**config.mk**
```make
export PLATFORM = sky130hd
export DESIGN_NAME = sac_lookup
export DESIGN_NICKNAME = d
export VERILOG_FILES = /design/src/rtl/core/sac_lookup.sv
export SDC_FILE = /design/constraint.sdc
export NUM_CORES = 1
export LEC_CHECK = 0
export BUFFER_PORTS_ARGS = -buffer_cell sky130_fd_sc_hd__buf_2
export CORE_AREA = 2 2 458 460
export DETAILED_ROUTE_END_ITERATION = 12
export DIE_AREA = 0 0 460 462
export GPL_ROUTABILITY_DRIVEN = 1
export SYNTH_ARGS = -nofsm -noshare
export SYNTH_HDL_FRONTEND = slang
export SYNTH_SLANG_ARGS = --single-unit
```
**constraint.sdc**
```tcl
create_clock -name vclk -period 68
set_clock_uncertainty 0.2 [all_clocks]
set_input_delay 13.6 -clock vclk [all_inputs]
set_output_delay 13.6 -clock vclk [all_outputs]
set_load 0.005 [all_outputs]
```
**src/rtl/core/sac_lookup.sv**
```systemverilog
module sac_lookup #(
    parameter int MAX_WAYS   = 16,
    parameter int ADDR_WIDTH = 64,
    parameter int WAY_W      = 4,
    parameter int WAYS_W     = 5,
    parameter int RANK_W     = 4
) (
    input  logic [MAX_WAYS-1:0][ADDR_WIDTH-1:0] tag_row,
    input  logic [MAX_WAYS-1:0]                 valid_row,
    input  logic [MAX_WAYS-1:0][RANK_W-1:0]     rank_row,
    input  logic [ADDR_WIDTH-1:0]               tag,
    input  logic [WAYS_W-1:0]                   ways,
    output logic                                hit,
    output logic [WAY_W-1:0]                    hit_way,
    output logic [WAY_W-1:0]                    victim_way
);

    logic [RANK_W-1:0] victim_rank;

    // The highest-numbered valid matching way wins.
    always_comb begin
        hit     = 1'b0;
        hit_way = '0;
        for (int w = 0; w < MAX_WAYS; w++) begin
            if ((WAYS_W'(w) < ways) && valid_row[w] && (tag_row[w] == tag)) begin
                hit     = 1'b1;
                hit_way = WAY_W'(w);
            end
        end
    end

    // Lowest rank among the ways in use, lowest way number on a tie.
    always_comb begin
        victim_way  = '0;
        victim_rank = rank_row[0];
        for (int w = 1; w < MAX_WAYS; w++) begin
            if ((WAYS_W'(w) < ways) && (rank_row[w] < victim_rank)) begin
                victim_way  = WAY_W'(w);
                victim_rank = rank_row[w];
            end
        end
    end

endmodule

```
==> results.toml, run 1 <==
[place]
numPortBuffers = 1182
place_hpwl_um = 225000
gp_congestion = 0.968

[routing]
routed_wl_um = 265000
drtPass1Iterations = 6
drc_errors = 0
ant_nets = 0
avgRoutedWirePerCell_um = 43.4
via_per_inst = 4.17
drt-initial-drc-count = 2960
num_vias = 25400

[status]
status = "finished clean"

[die]
dieArea_mm2 = 0.213
die_y_um = 462
die_w_um = 460
pin_count = 1182
rows = 168
initial_utilization = 0.0730
core_region_area_mm2 = 0.208

[critical_path]
crit_required_ns = 54.20
cp_common_cell = "ha_1"
crit_arrival_ns = 36.86
critical-path-slowest-cell = "a211oi_2"
path_delay_family = "compound AO/OA/AOI/OAI gates"
slowest_delay_ns = 0.62
cp_num_buf_inv = 14
critPathKind = "in2out"
end_kind = "primary output"
startpoint_type = "input port"
crit_fanout = 12

[sta]
hold_slack_ns = 27.69
period_share = 0.745
hold_viol = 0
setup-violations-final = 0
finalMaxSlewViolations = 0
rsz0062_at_grt = "false"
tns_ns = 0
slew_headroom = 0.235
maxClockFrequency_mhz = 19.7
worst_slew_pin_slew_ns = 1.14
post-route-min-period_ns = 50.66

[clock_tree]
cts_resized = 0
hold_buffers = 0
cts_setup_buffers = 0

[power_and_ir_drop]
clock_power_share = 0
p_sw_frac = 0.633
p_int_uw = 175
p_switching_uw = 302
powerDensity_mw_per_mm2 = 18.8
total_leakage_power_nw = 10.4
comb_power_share = 1.000
seq_power_share = 0
ir_drop_mv = 0.0233

[logic_synthesis]
syn_avg_cell_area_um2 = 7.21
synth_top_area_frac = 0.223
synth_fp_nets = 3301
ys_warn_count = 0
netlist_instances = 2107
yosysMostFrequentCell = "xor2_1"
synth_area_leaders = "xor2_1 22%, xnor2_1 22%, nand4_1 5.9%"
synth_cell_types = 101
mappedNetlistArea_mm2 = 0.0152
synth_commonest_cells = "386 x xor2_1, 384 x xnor2_1, 142 x nand4_1"
yosys.area.top_type = "xor2_1"
ys_seq_area_frac = 0

[finish]
seq_cell_count = 0
drive_gt1_frac = 0.428
fillerInstances = 24400
nets = 4491
n_clock_buffer = 0
register_area_um2 = 0
syn2layout_area_growth_pct = 67.1

[worst_hold_path]
hold_class = "in2out"

[global_route]
antenna_found_initial = 243
grt_max_degree = 18
grt_overflow = 0
grt_pass1_wl_um = 307000
grtUsageTotal = 0.236
grt_pass1_vias = 23600

[run]
cap_viol_max_count = 0
## logic make-up (layout without fill, tap and decap cells)
kind of cell               count (synthesis)  in the layout  synth area share
AOI/OAI and AO/OA                        462            462             0.237
buffers and inverters                    282           1470            0.0703
adders and majority gates                 26             26            0.0208
and+or+nand+nor                          535            535             0.205
other                                      0             87                 0
muxes                                     32             32            0.0230
xor gates and xnor gates                 770            770             0.444
## power by group through the flow
stage	registers, mW	clock network (mW)	logic (mW)
2_1_floorplan	0	0	0.272
3_3_place_gp	0	0	0.470
3_5_place_dp	0	0	0.468
4_1_cts	0	0	0.471
5_1_grt	0	0.0000000998	0.508
6_report	0	0.0000000289	0.477
## metrics by stage
stage,utilization,cell area (um2),worst slack [ns],power [mW],instances
finish,0.122,25400,17.34,0.477,6102
global route,0.121,25300,15.64,0.508,6063
CTS,0.121,25200,17.60,0.471,6015
floorplan,-,15200,21.32,0.272,2107
detailed placement,0.121,25200,17.68,0.468,6015
global placement,0.121,25200,17.64,0.470,6015
## per-layer routing
layer | vias to the layer above | wire length, um | track usage
met5 | - | 1160 | 0.00950
met4 | 115 | 17900 | 0.134
li1 | 10300 | - | -
met1 | 11800 | 94800 | 0.252
met2 | 2417 | 121000 | 0.390
met3 | 800 | 29900 | 0.101
## worst paths after layout
path / slack (ns) / cells after the start / to / from
max: 17.34 / 105 / victim_way[3] / rank_row[1]
min: 27.69 / 6 / hit_way[0] / tag_row[1010]
## layout by cell type (no fill, tap or decap), drive strengths merged, types with 31 or more instances in the layout
cell / synthesis / routed
buf: 40 / 1319
xor2: 386 / 386
xnor2: 384 / 384
nand4: 143 / 143
inv: 141 / 140
nor4: 138 / 138
diode: 0 / 87
o22ai: 79 / 79
nor2: 63 / 63
a221oi: 56 / 56
a21oi: 48 / 48
nand2: 46 / 46
o21ai: 43 / 43
o2bb2ai: 40 / 40
nand3: 34 / 34
nor3: 31 / 31
## area by class of cell
type	count	area [um2]	share of cell area
Inverter	151	567	0.0223
Tap cell	2720	3400	0.134
Antenna cell	87	218	0.00858
Multi-Input combinational cell	1825	14200	0.561
Timing Repair Buffer	1319	6940	0.274
(Power assumes the default switching activity.)
==> run 2: changes to the inputs <==
--- a/config.mk
+++ b/config.mk
@@ -5,10 +5,11 @@
 export SDC_FILE = /design/constraint.sdc
 export NUM_CORES = 1
 export LEC_CHECK = 0
+export ABC_AREA = 1
 export BUFFER_PORTS_ARGS = -buffer_cell sky130_fd_sc_hd__buf_2
-export CORE_AREA = 2 2 458 460
+export CORE_AREA = 2 2 456 458
 export DETAILED_ROUTE_END_ITERATION = 12
-export DIE_AREA = 0 0 460 462
+export DIE_AREA = 0 0 458 460
 export GPL_ROUTABILITY_DRIVEN = 1
 export SYNTH_ARGS = -nofsm -noshare
 export SYNTH_HDL_FRONTEND = slang
==> constraint.sdc (replaced) <==
create_clock -name vclk -period 51.6
set_clock_uncertainty 0.2 [all_clocks]
set_input_delay 10.32 -clock vclk [all_inputs]
set_output_delay 10.32 -clock vclk [all_outputs]
set_load 0.005 [all_outputs]
==> run 2 against run 1 <==
  * Total power fell by 15%
  * Largest cell class unchanged
  * Critical path depth fell by 17
  * Worst hold slack got worse by 6.7 ns
  * Highest routed layer unchanged
  * Largest power group unchanged
==> results.toml, run 2 <==
[global_route]
grtUsageTotal = 0.285
grt_pass1_wl_um = 367000
grt_max_degree = 29
grt_overflow = 0
antenna_found_initial = 366
grt_pass1_vias = 26500

[sta]
hold_viol = 0
post-route-min-period_ns = 34.84
maxClockFrequency_mhz = 28.7
worst_slew_pin_slew_ns = 1.26
tns_ns = 0
rsz0062_at_grt = "false"
finalMaxSlewViolations = 0
period_share = 0.675
slew_headroom = 0.152
setup-violations-final = 0

[critical_path]
critPathKind = "in2out"
crit_fanout = 10
critical-path-slowest-cell = "nor2_1"
crit_arrival_ns = 24.32
startpoint_type = "input port"
end_kind = "primary output"
path_delay_family = "simple AND/OR/NAND/NOR gates"
crit_required_ns = 41.08
slowest_delay_ns = 0.59
cp_num_buf_inv = 12

[finish]
register_area_um2 = 0
final_cell_mix = "1,182 x buf_2, 608 x nand2_1, 292 x o21ai_0, 184 x o22ai_1, 157 x buf_4"
final_common_cell = "buf_2"
fin_area_mm2 = 0.0251
syn2layout_area_growth_pct = 71.8
seq_cell_count = 0
n_clock_buffer = 0
nets = 4979
drive_gt1_frac = 0.399

[power_and_ir_drop]
comb_power_share = 1.000
p_int_uw = 131
total_leakage_power_nw = 11.1
p_sw_frac = 0.676
p_switching_uw = 273
powerDensity_mw_per_mm2 = 16.1
seq_power_share = 0
ir_drop_mv = 0.0118
clock_power_share = 0

[place]
place_hpwl_um = 267000
gp_congestion = 0.985
place_area_mm2 = 0.0247
numPortBuffers = 1182

[logic_synthesis]
synth_fp_nets = 3787
synth_top_area_frac = 0.157
synth_area_leaders = "nand2_1 16%, o21ai_0 10%, xor2_1 8.6%"
synth_commonest_cells = "608 x nand2_1, 296 x o21ai_0, 185 x o22ai_1"
netlist_instances = 2593
ys_warn_count = 0
synth_cell_types = 45
ys_seq_area_frac = 0
yosysMostFrequentCell = "nand2_1"
yosys.area.top_type = "nand2_1"
syn_avg_cell_area_um2 = 5.62
mappedNetlistArea_mm2 = 0.0146

[die]
core_region_area_mm2 = 0.206
pin_count = 1182
dieArea_mm2 = 0.211
die_y_um = 460
die_w_um = 458
initial_utilization = 0.0708
rows = 167

[clock_tree]
cts_resized = 0
cts_setup_buffers = 0
hold_buffers = 0

[worst_hold_path]
worstHoldStart = "rank_row[63]"
hold_path_depth = 6
hold_class = "in2out"
hold_end = "victim_way[0]"

[status]
status = "finished clean"

[routing]
avgRoutedWirePerCell_um = 47.5
num_vias = 29600
routed_wl_um = 315000
drc_errors = 0
ant_nets = 0
drtPass1Iterations = 6
drt-initial-drc-count = 3767
via_per_inst = 4.46

[run]
cap_viol_max_count = 0
-- run 2: final cells by class --
class                      instances  area [um2]
fill                           24600      181000
multi-input combinational       2248       13400
timing repair buffer            1339        7090
tap                             2704        3380
inverter                         196         736
antenna                          159         398
-- run 2: cell families after synthesis --
kind of cell / synth area share
buf+inv: 0.0888
xor+xnor: 0.168
fa+ha+maj: 0.0180
compound gates: 0.339
simple gates: 0.386
-- run 2: tightest hold or removal path, stage by stage --
cell and delay [ns]:
buf_2 0.09, ha_1 0.13, a211oi_1 0.05, nand2_2 0.10, nand2_1 0.05, buf_2 0.11
-- run 2: power by group through the flow --
stage | Sequential [mW] | Clock [mW] | Combinational [mW]
6_report | 0 | 0.000000191 | 0.404
5_1_grt | 0 | 0.000000192 | 0.438
4_1_cts | 0 | 0 | 0.402
3_5_place_dp | 0 | 0 | 0.401
3_3_place_gp | 0 | 0 | 0.402
2_1_floorplan | 0 | 0 | 0.202
-- run 2: stage by stage --
step	setup slack (ns)	hold WS, ns	std cells	util	total power, mW
floorplan	18.83	20.69	2593	-	0.202
global placement	16.74	20.98	6487	0.120	0.402
detailed placement	16.75	20.97	6487	0.120	0.401
CTS	16.74	20.98	6487	0.120	0.402
global route	15.36	21.01	6559	0.121	0.438
finish	16.76	20.98	6646	0.122	0.404
-- run 2: worst max-delay path by stage --
stage,from,end,cells after the start
2_1_floorplan,rank_row[3],victim_way[0],88
3_3_place_gp,ways[1],victim_way[1],88
3_5_place_dp,ways[1],victim_way[1],88
4_1_cts,ways[1],victim_way[1],88
5_1_grt,ways[1],victim_way[0],87
6_report,ways[1],victim_way[1],88
-- run 2: per-layer routing --
layer  vias to the layer above  GRT usage  share of wire
met5                         -          0         0.0039
met4                       190      0.135          0.064
met3                      1000      0.115           0.11
met2                      2801      0.472           0.45
met1                     13600      0.318           0.37
li1                      12000          -              -
